**src/hw/rtl/positional_array_list_macros.svh**
```systemverilog
// ----------------------------------------------------------------------------
// positional array list assertion macros
// shared concurrent assertion forms, clocked on clk, disabled in reset
// ----------------------------------------------------------------------------
`ifndef POSITIONAL_ARRAY_LIST_MACROS_SVH
`define POSITIONAL_ARRAY_LIST_MACROS_SVH

// same-cycle implication
`define PAL_ASSERT_IMPL(label, ante, cons) \
	label: assert property (@(posedge clk) disable iff (!arst_n) (ante) |-> (cons)) \
		else $error("positional array list assertion failed");

// next-cycle implication
`define PAL_ASSERT_NEXT(label, ante, cons) \
	label: assert property (@(posedge clk) disable iff (!arst_n) (ante) |=> (cons)) \
		else $error("positional array list assertion failed");

`endif

```
**src/hw/rtl/pal_pkg.sv**
```systemverilog
// ----------------------------------------------------------------------------
// pal_pkg
// types and fixed constants of the positional array list
// ----------------------------------------------------------------------------
package pal_pkg;

	localparam int POS_W  = 7;
	localparam int DATA_W = 32;
	localparam int CMP_W  = POS_W + 1;

	typedef enum logic [1:0] {
		FUNC_INSERT = 2'd0,
		FUNC_DELETE = 2'd1,
		FUNC_READ   = 2'd2
	} func_t;

	typedef enum logic [1:0] {
		STATUS_OK     = 2'd0,
		STATUS_BADPOS = 2'd1,
		STATUS_FULL   = 2'd2,
		STATUS_EMPTY  = 2'd3
	} status_t;

	typedef struct packed {
		func_t                     func;
		logic [POS_W-1:0]          position;
		logic signed [DATA_W-1:0]  value;
	} in_item_t;

	typedef struct packed {
		status_t                   status;
		logic signed [DATA_W-1:0]  element;
		logic                      last;
	} out_item_t;

	typedef enum logic [1:0] {
		S_IDLE,
		S_EXEC,
		S_READ
	} state_t;

	typedef struct packed {
		logic capture;
		logic exec;
		logic read_start;
		logic read_next;
	} cmd_t;

	typedef struct packed {
		logic in_op_valid;
		logic read_nonempty;
		logic out_free;
		logic rd_last;
	} stat_t;

endpackage

```
**src/hw/rtl/pal_ctrl.sv**
```systemverilog
// ----------------------------------------------------------------------------
// pal_ctrl
// sequencer: capture an operation, execute it, stream entries on read-all
// ----------------------------------------------------------------------------
module pal_ctrl (
	input  logic            clk,
	input  logic            arst_n,
	input  logic            in_valid,
	output logic            in_ready,
	input  pal_pkg::stat_t  stat,
	output pal_pkg::cmd_t   cmd
);

	pal_pkg::state_t state_q;
	pal_pkg::state_t state_d;

	always_ff @(posedge clk or negedge arst_n) begin
		if (!arst_n) begin
			state_q <= pal_pkg::S_IDLE;
		end else begin
			state_q <= state_d;
		end
	end

	// next state
	always_comb begin
		state_d = state_q;
		unique case (state_q)
			pal_pkg::S_IDLE: begin
				if (in_valid && stat.in_op_valid) begin
					state_d = pal_pkg::S_EXEC;
				end
			end
			pal_pkg::S_EXEC: begin
				if (stat.read_nonempty) begin
					state_d = pal_pkg::S_READ;
				end else if (stat.out_free) begin
					state_d = pal_pkg::S_IDLE;
				end
			end
			pal_pkg::S_READ: begin
				if (stat.out_free && stat.rd_last) begin
					state_d = pal_pkg::S_IDLE;
				end
			end
			default: begin
				state_d = pal_pkg::S_IDLE;
			end
		endcase
	end

	// outputs
	always_comb begin
		cmd      = '0;
		in_ready = 1'b0;
		unique case (state_q)
			pal_pkg::S_IDLE: begin
				in_ready    = 1'b1;
				cmd.capture = in_valid && stat.in_op_valid;
			end
			pal_pkg::S_EXEC: begin
				if (stat.read_nonempty) begin
					cmd.read_start = 1'b1;
				end else if (stat.out_free) begin
					cmd.exec = 1'b1;
				end
			end
			pal_pkg::S_READ: begin
				cmd.read_next = stat.out_free;
			end
			default: begin
				cmd = '0;
			end
		endcase
	end

endmodule

```
**config.mk**
```make
export PLATFORM = sky130hd
export DESIGN_NAME = pal_ctrl
export DESIGN_NICKNAME = d
export VERILOG_FILES = /design/src/hw/rtl/positional_array_list_macros.svh /design/src/hw/rtl/pal_pkg.sv /design/src/hw/rtl/pal_ctrl.sv
export SDC_FILE = /design/constraint.sdc
export NUM_CORES = 1
export LEC_CHECK = 0
export ABC_AREA = 1
export BUFFER_PORTS_ARGS = -buffer_cell sky130_fd_sc_hd__buf_4
export CAP_MARGIN = 40
export CORE_AREA = 8 8 45 47
export DETAILED_ROUTE_END_ITERATION = 12
export DIE_AREA = 0 0 53 55
export HOLD_SLACK_MARGIN = 0.05
export PLACE_DENSITY = 0.42
export SLEW_MARGIN = 20
export SYNTH_ARGS = -nofsm -noshare
export SYNTH_HDL_FRONTEND = slang
export SYNTH_SLANG_ARGS = --single-unit
export TNS_END_PERCENT = 1
```
**constraint.sdc**
```tcl
create_clock -name clk -period 0.96 [get_ports clk]
set_clock_uncertainty 0.2 [all_clocks]
set_input_delay 0.144 -clock clk [delete_from_list [all_inputs] [get_ports clk]]
set_output_delay 0.144 -clock clk [all_outputs]
set_load 0.01 [all_outputs]
```
Yosys cells after proc, flatten, opt, wreduce, memory -nomap -nowiden
Cells that the tools add are included.
{ "word_totals": {"input_bits": 7, "word_cells": 22, "register_bits": 2, "out_inout_bits": 5} }
{ "classes": {"eq_ne": 5, "n_reduce_logical": 4, "muxes": 12} }
{ "ops": {"columns": ["op", "n"], "rows": [
  ["2-bit two-way mux", 5],
  ["1-bit two-way mux", 6],
  ["2-bit one-hot mux with 3 select lines", 1],
  ["2-bit inequality test, second input constant", 2],
  ["3-bit inequality test, second input constant", 1],
  ["3-bit AND reduction", 1],
  ["2-bit by 1-bit equality test with 1-bit output, second input constant", 1],
  ["2-bit equality test, second input constant", 1],
  ["1-bit logical AND", 2],
  ["2-bit zero test", 1]
]} }

Depth between registers and ports, before layout
Gate-level depths: netlist of the first run.
{ "logic_depth": {"ltp_word": 3, "depth_mapped": 4, "ltp_nobuf": 4} }

Worst setup path after synthesis of the first run
No wires, ideal clock.
{ "synth_path": {"kind": "reg2out", "start": "register state_q[1]", "end": "output cmd[3] in the netlist's numbering", "required_time_ns": 0.616, "path_buffers": 0, "setup_slack_ns": -0.127, "stages_incl_launch_ff": 4, "arrival_time_ns": 0.743, "cell_sequence": "dfrtp_1 nor2_2 nand2_1 inv_1"} }
{ "synth_rtl": {"columns": ["item", "line", "rtl"], "rows": [
  ["start, declared", "pal_ctrl.sv:14", "pal_pkg::state_t state_q;"],
  ["start signal, assigned", "pal_ctrl.sv:19", "state_q <= pal_pkg::S_IDLE;"],
  ["start signal, assigned", "pal_ctrl.sv:21", "state_q <= state_d;"],
  ["end, declared", "pal_ctrl.sv:11", "output pal_pkg::cmd_t cmd"]
]} }

==> results of run 1 <==
metal layers:
metal  global-route usage  vias up  share of wire
li1                     -      109              -
met1               0.0410       75           0.38
met2               0.0547        9           0.43
met3               0.0267        0           0.19
met4               0.0517        0              0
met5                    0        -              0
cell families (layout without fill, tap and decap cells):
| group | count (synthesis) | in the layout |
|---|---|---|
| buffers and inverters | 6 | 27 |
| flip-flops | 2 | 2 |
| AND/OR/NAND/NOR | 15 | 15 |
area by class of cell:
class / count / area share
repair buffers: 18 / 0.449
flip-flops and latches: 2 / 0.147
multi-input cells: 15 / 0.213
clock buffers: 3 / 0.0662
inverters: 6 / 0.0662
well taps: 16 / 0.0588
per-stage QoR:
step | util | setup slack (ns)
2_1_floorplan | - | -0.122
3_3_place_gp | 0.201 | -0.154
3_5_place_dp | 0.201 | -0.162
4_1_cts | 0.246 | -0.396
5_1_grt | 0.246 | -0.455
6_report | 0.246 | -0.379
timing repair:
item	4_1_cts	5_1_grt
setup endpoints to repair	7	7
setup buffers	1	0
pin swaps	3	0
hold endpoints to repair	4	4
gates resized for setup	6	1
synth_stat cells:
| cell type | n |
|---|---|
| sky130_fd_sc_hd__inv_1 | 5 |
| sky130_fd_sc_hd__inv_2 | 1 |
| sky130_fd_sc_hd__nand3_1 | 2 |
| sky130_fd_sc_hd__nor2_2 | 1 |
| sky130_fd_sc_hd__and3_2 | 1 |
| sky130_fd_sc_hd__nor2_1 | 3 |
| sky130_fd_sc_hd__dfrtp_1 | 2 |
| sky130_fd_sc_hd__nand2_1 | 8 |
cell usage in the layout (no fill, tap or decap):
cell type                        n
sky130_fd_sc_hd__nor2_2          2
sky130_fd_sc_hd__dlygate4sd3_1   1
sky130_fd_sc_hd__buf_4          13
sky130_fd_sc_hd__dfrtp_1         2
sky130_fd_sc_hd__nand3_1         1
sky130_fd_sc_hd__nor2_1          2
sky130_fd_sc_hd__clkbuf_4        3
sky130_fd_sc_hd__inv_1           3
sky130_fd_sc_hd__and3_2          1
sky130_fd_sc_hd__nand2_1         8
sky130_fd_sc_hd__buf_6           4
sky130_fd_sc_hd__nand3_2         1
sky130_fd_sc_hd__inv_2           3
critical path, delay by kind of cell (launching register included):
kind | cells | cell delay [ns]
buf+inv | 2 | 0.15
flops | 1 | 0.41
simple gates | 2 | 0.22
how the worst min path moves through the flow:
stage / cells past startpoint / slack, ns / start / endpoint
6_report: 4 / -0.009 / stat[0] / state_q[1]$_DFFE_PN0P_
5_1_grt: 4 / 0.006 / stat[0] / state_q[1]$_DFFE_PN0P_
4_1_cts: 4 / -0.01 / stat[0] / state_q[1]$_DFFE_PN0P_
3_5_place_dp: 1 / -0.27 / arst_n / state_q[1]$_DFFE_PN0P_
3_3_place_gp: 1 / -0.27 / arst_n / state_q[0]$_DFFE_PN0P_
2_1_floorplan: 0 / -0.35 / arst_n / state_q[0]$_DFFE_PN0P_
where the power goes:
part           switching [W]  internal (W)
clock network      0.0000482      0.000138
logic              0.0000931      0.000153
registers          0.0000201      0.000101
==> metrics.yaml, run 1 <==
status: "complete, but fails checks"
failed_checks: "hold timing, setup timing"
synthesis.area_per_instance_um2: 5.98
path_max_fanout: 4
grt_start_max_net_pins: 5
post-synth-top-area-cell: "sky130_fd_sc_hd__dfrtp_1"
reg_top3: "state_q: 2 flops"
crit_path_cell_trace: "nor2_2 > nand2_1 > inv_2 > buf_6"
worst_setup_path_class: "flop to primary output"
ant_nets: 0
relSlewSlack: 0.899
route.detailed.drc: 0
finalSetupViolCount: 7
cts_buffer_count: 3
worst_ep_required_time_ns: 0.62
global_route_wire_length_before_repair_um: 869
post-route-min-period_ns: 1.34
vias_per_cell: 3.22
grt_setup_unrepaired: "yes"
placed_cell_area_um2: 278
timing.reg2reg.setup_slack_ns: -0.16
ctsLongestPathBuffers: 2
antenna_found_initial: 0
initial_core_util: 0.0995
timing.final.max_slew_violations: 0
reg2reg_to: "state_q[0]$_DFFE_PN0P_"
synthDominantCellAreaShare: 0.364
std_cell_rows: 14
dp_cells: 55
setup_crit_end_kind: "primary output"
clockRootBuffer: "sky130_fd_sc_hd__clkbuf_4"
timing.critical_path.slowest_cell_delay_ns: 0.41
crit_path_top_delay_cell: "sky130_fd_sc_hd__dfrtp_1"
setup_slack_ns: -0.379
buffer_ports.inserted: 11
cts_tree: "built"
filler_cell_count: 171
cts.clk_slew.worst_paths_ns: 0.03
crit_arrival_ns: 1.00
coreArea_um2: 1380
synth.yosys.seq_area_share: 0.364
worstHoldPathType: "input pin to flop"
timing.reg2reg.worst_path_depth: 5
simple_gate_share_of_the_synthesized_area: 0.473
synth-adder-area-share: 0
power.density_cell_area_nw_per_um2: 1620
clock_insertion_delay_worst_skew_ns: 0.22
yosys-top-cells-area: "sky130_fd_sc_hd__dfrtp_1, sky130_fd_sc_hd__nand2_1, sky130_fd_sc_hd__inv_1"
ys_types: 8
synth_mux_area_frac: 0
critPathLaunchType: "flop"
floorplan.die_area_um2: 2920
floorplan.io_pins: 12
yosys_register_bits: 2
xor_xnor_share_of_the_synthesized_area: 0
critical_path.endpoint: "cmd[3]"
drv_cap: 0
tns_ns: -2.04
detail_route.wl_per_cell_um: 8.28
synth_compound_gate_area_share: 0
total_power_w: 0.000553
reg2reg_from: "state_q[1]$_DFFE_PN0P_"
ctsHoldBuffers: 1
groute.usage.overall: 0.0421
floorplan.die.width_um: 53
maxClockFrequency_ghz: 0.747
largest_register_by_flop_count: "state_q"
fraction_of_layout_instances_using_a_drive_strength_above_1: 0.614
tightest_slew_ns: 0.152
drt_iter0_markers: 0
firstDrtPassIters: 1
mappedNetlistNets: 30
grt_pass1_vias: 222
gp_routability_congestion: 0.681
worstSetupStartpoint: "state_q[1]$_DFFE_PN0P_"
synth_warnings: 0
netlist_area_um2: 138
static-leakage-power_nw: 0.204
syn_to_final_growth_pct: 147
multi_input_logic_area_um2: 72.6
via_count: 193
final-hold-violation-count: 2
chipHeight_um: 55
vdd_drop_max_mv: 0.693
post_detail_place_hpwl_um: 394
final_cell_area_um2: 340
fin_worst_hold_slack_ns: -0.00927
layoutNonFillerInstCount: 60
total_congestion_overflow_after_global_routing: 0
timing.final.crit_share: 1.40
synth_top_family_by_area: "simple AND/OR/NAND/NOR gates"
register_area_um2: 50.0
synth_cells: 23
antennaDiodeCount: 0
wirelength_um: 497
clock-sinks: 2
ctsHtreeMaxLevel: 1
num-nets-final: 53
largest_reg_flops: 2
(Power assumes the default switching activity.)
==> inputs of run 2 (changes only) <==
Settings changed: ABC_AREA 1 to default, PLACE_DENSITY 0.42 to 0.41.
==> run 2 against run 1 <==
Effect of this change: the run still ends with hold timing, setup timing left; cell count fell by 25%; utilization decreased by 2.8 points; register-to-register slack better by 0.02 ns; die area unchanged; total power is 3.5% lower; sequential cell count did not move; critical path depth shrank 1; sequential power grew 11%; synthesized cell count is 48% lower; clock power grew 13%; combinational power fell by 23%; non-clock buffer count down 5; critical path type unchanged; critical endpoint is now cmd[2].
==> metrics.yaml, run 2 <==
hold-path-cell-count: 2  # -2
part_of_the_total_power_dissipated_in_the_clock_network: 0.395  # +0.058
status: "complete, but fails checks"
antenna_found_initial: 0  # unchanged
firstDrtPassIters: 2  # +1
drv_cap: 0  # unchanged
synth_cells: 12  # -48%
final_cell_mix: "sky130_fd_sc_hd__buf_4, sky130_fd_sc_hd__clkbuf_4, sky130_fd_sc_hd__buf_6"
min_to: "state_q[1]$_DFFE_PN0P_"
largest_reg_flops: 2  # unchanged
grt_pass1_vias: 169  # -24%
yosys-top-cells-area: "sky130_fd_sc_hd__dfrtp_1, sky130_fd_sc_hd__a32o_2, sky130_fd_sc_hd__and3b_2"
std_cell_rows: 14  # unchanged
synth-async-reset-ratio: 1.00  # unchanged
clock_insertion_delay_worst_skew_ns: 0.23  # about the same
cts_tree: "built"
groute.usage.overall: 0.0415  # -0.000569
fin_worst_hold_slack_ns: -0.0231  # -0.0139 ns
internal_power_w: 0.000380  # -2.9%
timing.final.max_slew_violations: 0  # unchanged
placed_cell_area_um2: 253  # -9.0%
final_core_utilization: 0.218  # -0.0280
synth_warnings: 0  # unchanged
worstHoldPathType: "input pin to flop"
worst_setup_path_class: "flop to primary output"
layoutNonFillerInstCount: 45  # -25%
filler_cell_count: 159  # -7.0%
reg2reg_to: "state_q[0]$_DFFE_PN0P_"
via_count: 162  # -16%
failed_checks: "hold timing, setup timing"
route.detailed.drc: 0  # unchanged
power.density_cell_area_nw_per_um2: 1770  # +8.9%
setup_slack_ns: -0.490  # -0.111 ns
num-nets-final: 37  # -30%
ctsLongestPathBuffers: 2  # unchanged
grt_setup_unrepaired: "yes"
hold_start: "stat[2]"
reg2reg_from: "state_q[0]$_DFFE_PN0P_"
chipHeight_um: 55  # unchanged
post-route-min-period_ns: 1.45  # +0.111 ns
fraction_of_layout_instances_using_a_drive_strength_above_1: 0.793  # +0.179
crit_arrival_ns: 1.11  # +0.11 ns
largest_register_by_flop_count: "state_q"
vias_per_cell: 3.60  # +12%
yosys_register_bits: 2  # unchanged
mappedNetlistNets: 19  # -37%
vdd_drop_max_mv: 0.711  # +2.5%
cts_buffer_count: 3  # unchanged
floorplan.die_area_um2: 2920  # unchanged
final-hold-violation-count: 1  # -1
post_detail_place_hpwl_um: 426  # +8.1%
ant_nets: 0  # unchanged
floorplan.io_pins: 12  # unchanged
synth.top_cells.by_count: "sky130_fd_sc_hd__dfrtp_1, sky130_fd_sc_hd__nor2_1"
initial_core_util: 0.0886  # -0.0108
synth.yosys.seq_area_share: 0.408  # +0.0445
final_cell_area_um2: 302  # -11%
timing.reg2reg.setup_slack_ns: -0.14  # +0.02 ns
worst_ep_required_time_ns: 0.62  # about the same
drt_iter0_markers: 3  # +3
maxClockFrequency_ghz: 0.690  # -7.6%
reg_power_frac: 0.250  # +0.031
ctsHtreeMaxLevel: 1  # unchanged
cts.repair_timing.setup_buffer_count: 0  # -1
total_congestion_overflow_after_global_routing: 0  # unchanged
gp_routability_congestion: 0.681  # unchanged
register_area_um2: 52.6  # +5.0%
tightest_slew_ns: 0.141  # -0.0108 ns
clockRootBuffer: "sky130_fd_sc_hd__clkbuf_4"
coreArea_um2: 1380  # unchanged
syn_to_final_growth_pct: 146
post-synth-top-area-cell: "sky130_fd_sc_hd__dfrtp_1"
multi_input_logic_area_um2: 91.3  # +26%
timing.reg2reg.worst_path_depth: 2  # -3
finalSetupViolCount: 7  # unchanged
netlist_area_um2: 123  # -11%
synth_enable_flop_cells: 0  # unchanged
clock-sinks: 2  # unchanged
static-leakage-power_nw: 0.148  # -28%
combPwrFrac: 0.355  # -0.090
grt_start_max_net_pins: 5  # unchanged
power.switching_fraction: 0.288  # -0.00406
antennaDiodeCount: 0  # unchanged
buffer_ports.inserted: 11  # unchanged
ys_types: 10  # +2
setup_crit_end_kind: "primary output"
reg_top3: "state_q: 2 flops"
synthDominantCellAreaShare: 0.408  # +0.0445
path_max_fanout: 4  # unchanged
detail_route.wl_per_cell_um: 11.8  # +43%
ctsHoldBuffers: 1  # unchanged
wirelength_um: 532  # +7.0%
global_route_wire_length_before_repair_um: 779  # -10%
floorplan.die.width_um: 53  # unchanged
cts.clk_slew.worst_paths_ns: 0.04  # about the same
dp_cells: 40  # -27%
relSlewSlack: 0.906  # +0.00718
power.net_switching_w: 0.000154  # -4.8%
ys.flop_type: "sky130_fd_sc_hd__dfrtp_1"
timing.final.crit_share: 1.51  # +0.116
dpl_worst_slack_ns: -0.269  # -0.107 ns
synthesis.area_per_instance_um2: 10.2  # +71%
critPathLaunchType: "flop"
layout.cells.most_common: "sky130_fd_sc_hd__buf_4"
-- run 2: final cells by class --
cell class	count	area share
Clock buffer	4	0.0871
Multi-Input combinational cell	10	0.303
Sequential cell	2	0.174
Tap cell	16	0.0664
Timing Repair Buffer	13	0.369
-- run 2: logic make-up after synthesis --
group / share of synthesized area
AOI/OAI and AO/OA: 0.204
and+or+nand+nor: 0.388
DFF: 0.408
-- run 2: routing by layer --
layer / vias to the layer above / part of all wire / GRT usage / wire, um
met5: - / 0 / 0 / 0
met3: 0 / 0.22 / 0.0588 / 118
li1: 78 / - / - / -
met1: 70 / 0.43 / 0.0455 / 227
met4: 0 / 0 / 0.0259 / 0
met2: 14 / 0.35 / 0.0352 / 185
-- run 2: power by group through the flow --
stage	combinational, W	clock [W]	sequential [W]
after floorplan	0.0000849	0	0.000128
after global placement	0.000179	0	0.000132
after detailed placement	0.000178	0	0.000133
after CTS	0.000190	0.000220	0.000133
after global routing	0.000204	0.000242	0.000136
final	0.000189	0.000211	0.000134
-- run 2: worst max path at each step --
| stage | from | end |
|---|---|---|
| 6_report | state_q[1]$_DFFE_PN0P_ | cmd[2] |
| 5_1_grt | state_q[1]$_DFFE_PN0P_ | cmd[2] |
| 4_1_cts | state_q[0]$_DFFE_PN0P_ | cmd[2] |
| 3_5_place_dp | state_q[0]$_DFFE_PN0P_ | cmd[2] |
| 3_3_place_gp | state_q[0]$_DFFE_PN0P_ | cmd[2] |
| 2_1_floorplan | state_q[0]$_DFFE_PN0P_ | cmd[2] |
-- run 2: stage by stage --
step                TNS, ns  total power [W]
finish                -2.45         0.000534
detailed placement    -1.34         0.000311
global route          -2.72         0.000581
CTS                   -2.54         0.000542
floorplan            -0.672         0.000213
global placement      -1.33         0.000311
-- run 2: timing repair --
item | in CTS | in global routing
gates cloned | 0 | 0
resized for setup | 3 | 1
endpoints found under the setup margin | 7 | 7
hold endpoints to repair | 4 | 3
pin swaps | 1 | 1
-- run 2: critical path, stage by stage (launching register included) --
cell and delay (ns):
sky130_fd_sc_hd__dfrtp_2 0.44, sky130_fd_sc_hd__nor2b_4 0.14, sky130_fd_sc_hd__and3b_2 0.19, sky130_fd_sc_hd__buf_6 0.10
==> inputs of run 3 (changes only) <==
Settings changed: PLACE_DENSITY 0.41 to 0.4.
Clock period 0.96 ns to 1.7 ns, I/O delays scaled along.
==> run 3 against run 2 <==
Effect of this change: cell area down 15%; sequential power shrank 50%; register-to-register slack improved by 0.73 ns; the flow now finishes without violations; routed wire length is 12% lower; utilization fell by 3.2 points; cell count down 4.4%.
==> metrics.yaml, run 3 (synthesis gave the netlist of run 2 again) <==
fin_worst_hold_slack_ns: 0.0907  # +0.114 ns
crit_path_top_delay_cell: "sky130_fd_sc_hd__dfrtp_1"
floorplan.die.width_um: 53  # unchanged
power.density_cell_area_nw_per_um2: 978  # -45%
antenna_found_initial: 0  # unchanged
route.detailed.drc: 0  # unchanged
multi_input_logic_area_um2: 72.6  # -21%
crit_arrival_ns: 1.10  # about the same
clockRootBuffer: "sky130_fd_sc_hd__clkbuf_4"
timing.final.max_slew_violations: 0  # unchanged
worst_ep_required_time_ns: 1.24  # +0.62 ns
register_area_um2: 50.0  # -4.8%
reg_power_frac: 0.264  # +0.014
ctsLongestPathBuffers: 2  # unchanged
crit_path_cell_trace: "nor2b_2 > and3b_1 > buf_4"
largest_register_by_flop_count: "state_q"
power.switching_fraction: 0.275  # -0.0129
groute.usage.overall: 0.0377  # -0.00380
final_cell_mix: "sky130_fd_sc_hd__buf_4, sky130_fd_sc_hd__clkbuf_4, sky130_fd_sc_hd__nor2_1, sky130_fd_sc_hd__dfrtp_1"
antennaDiodeCount: 0  # unchanged
path_buf_inv: 1  # unchanged
clock-sinks: 2  # unchanged
syn_to_final_growth_pct: 110
ctsHtreeMaxLevel: 1  # unchanged
reg_top3: "state_q: 2 flops"
combPwrFrac: 0.326  # -0.029
cts_tree: "built"
vdd_drop_max_mv: 0.331  # -53%
num-nets-final: 36  # -2.7%
finalSetupViolCount: 0  # -7
timing.final.crit_share: 0.912
worstHoldPathType: "input pin to flop"
ant_nets: 0  # unchanged
path_max_fanout: 4  # unchanged
grt_pass1_vias: 167  # -1.2%
global_route_wire_length_before_repair_um: 745  # -4.4%
critPathLaunchType: "flop"
initial_core_util: 0.0886  # unchanged
vias_per_cell: 3.30  # -8.3%
maxClockFrequency_ghz: 0.645
post-route-min-period_ns: 1.55
grt_setup_unrepaired: "no"
largest_reg_flops: 2  # unchanged
critPathTopFamily: "flip-flops"
drt_iter0_markers: 0  # -3
final_core_utilization: 0.186  # -0.0316
dp_cells: 39  # -2.5%
final_cell_area_um2: 258  # -15%
via_count: 142  # -12%
worst_setup_path_class: "flop to primary output"
layoutNonFillerInstCount: 43  # -4.4%
part_of_the_total_power_dissipated_in_the_clock_network: 0.410  # +0.015
relSlewSlack: 0.899  # -0.00705
floorplan.io_pins: 12  # unchanged
status: "finished, final reports clean"
tightest_slew_ns: 0.151  # +0.0100 ns
power.net_switching_w: 0.0000693  # -55%
drv_cap: 0  # unchanged
buffer_ports.inserted: 11  # unchanged
clock_insertion_delay_worst_skew_ns: 0.22  # about the same
firstDrtPassIters: 1  # -1
gp_routability_congestion: 0.720  # +5.6%
total_congestion_overflow_after_global_routing: 0  # unchanged
post_detail_place_hpwl_um: 394  # -7.4%
chipHeight_um: 55  # unchanged
static-leakage-power_nw: 0.140  # -5.0%
fraction_of_layout_instances_using_a_drive_strength_above_1: 0.630  # -0.163
tns_ns: 0  # +2.45 ns
cts.clk_slew.worst_paths_ns: 0.03  # about the same
internal_power_w: 0.000183  # -52%
coreArea_um2: 1380  # unchanged
setup_crit_end_kind: "primary output"
wirelength_um: 467  # -12%
final-hold-violation-count: 0  # -1
detail_route.wl_per_cell_um: 10.9  # -8.1%
layout.cells.most_common: "sky130_fd_sc_hd__buf_4"
cts_buffer_count: 3  # unchanged
floorplan.die_area_um2: 2920  # unchanged
filler_cell_count: 154  # -3.1%
std_cell_rows: 14  # unchanged
timing.critical_path.slowest_cell_delay_ns: 0.39  # -0.05 ns
grt_start_max_net_pins: 5  # unchanged
placed_cell_area_um2: 225  # -11%
==> run 3: cell types whose count changed in the layout (fill, tap and decap cells not counted) <==
cell / previous run / this run
sky130_fd_sc_hd__and3b_2: 2 / 1
sky130_fd_sc_hd__nor2_1: 1 / 2
sky130_fd_sc_hd__nor2b_4: 1 / 0
sky130_fd_sc_hd__and3_1: 0 / 1
sky130_fd_sc_hd__nor2_4: 1 / 0
sky130_fd_sc_hd__nor2b_2: 0 / 1
sky130_fd_sc_hd__dfrtp_2: 2 / 0
sky130_fd_sc_hd__buf_4: 9 / 11
sky130_fd_sc_hd__buf_6: 3 / 0
sky130_fd_sc_hd__clkbuf_1: 1 / 0
sky130_fd_sc_hd__dfrtp_1: 0 / 2
sky130_fd_sc_hd__and3_4: 1 / 0
sky130_fd_sc_hd__and3b_1: 0 / 1
==> run 3: metrics by stage <==
stage                     total power, W  setup slack (ns)
after floorplan                 0.000103             0.378
after global placement          0.000148             0.382
after detailed placement        0.000148             0.378
after CTS                       0.000261             0.140
after global routing            0.000271            0.0695
final                           0.000252             0.149
==> run 3: layer usage <==
metal	share of wire	wire, um	global-route usage	vias up
met5	0	0	0	-
met4	0	0	0.0259	0
met3	0.21	98	0.0401	0
met2	0.29	136	0.0371	10
met1	0.50	232	0.0441	57
li1	-	-	-	75
==> run 3: final timing paths <==
path | slack [ns] | depth (start not counted) | to | start
setup / recovery | 0.15 | 3 | cmd[2] | state_q[0]$_DFFE_PN0P_
hold / removal | 0.09 | 2 | state_q[1]$_DFFE_PN0P_ | stat[2]
setup reg to reg | 0.59 | 2 | state_q[1]$_DFFE_PN0P_ | state_q[0]$_DFFE_PN0P_
hold reg to reg | 0.37 | 1 | state_q[1]$_DFFE_PN0P_ | state_q[1]$_DFFE_PN0P_
max in group asynchronous | 1.05 | 2 | state_q[0]$_DFFE_PN0P_ | arst_n
min in group asynchronous | 0.16 | 2 | state_q[1]$_DFFE_PN0P_ | arst_n
==> run 3: power groups by stage <==
stage | registers [W] | logic [W] | clock network [W]
2_1_floorplan | 0.0000644 | 0.0000388 | 0
3_3_place_gp | 0.0000660 | 0.0000819 | 0
3_5_place_dp | 0.0000665 | 0.0000819 | 0
4_1_cts | 0.0000660 | 0.0000839 | 0.000111
5_1_grt | 0.0000683 | 0.0000922 | 0.000110
6_report | 0.0000666 | 0.0000822 | 0.000103
==> run 3: cell type report <==
type / instances / area share
Sequential cell: 2 / 0.194
Multi-Input combinational cell: 10 / 0.282
Clock buffer: 3 / 0.0874
Tap cell: 16 / 0.0777
Timing Repair Buffer: 12 / 0.359
==> run 3: repair_timing <==
action / 4_1_cts / 5_1_grt
setup buffers: 0 / 0
hold buffers: 1 / 0
hold endpoints to repair: 2 / 0
resized for setup: 0 / 0
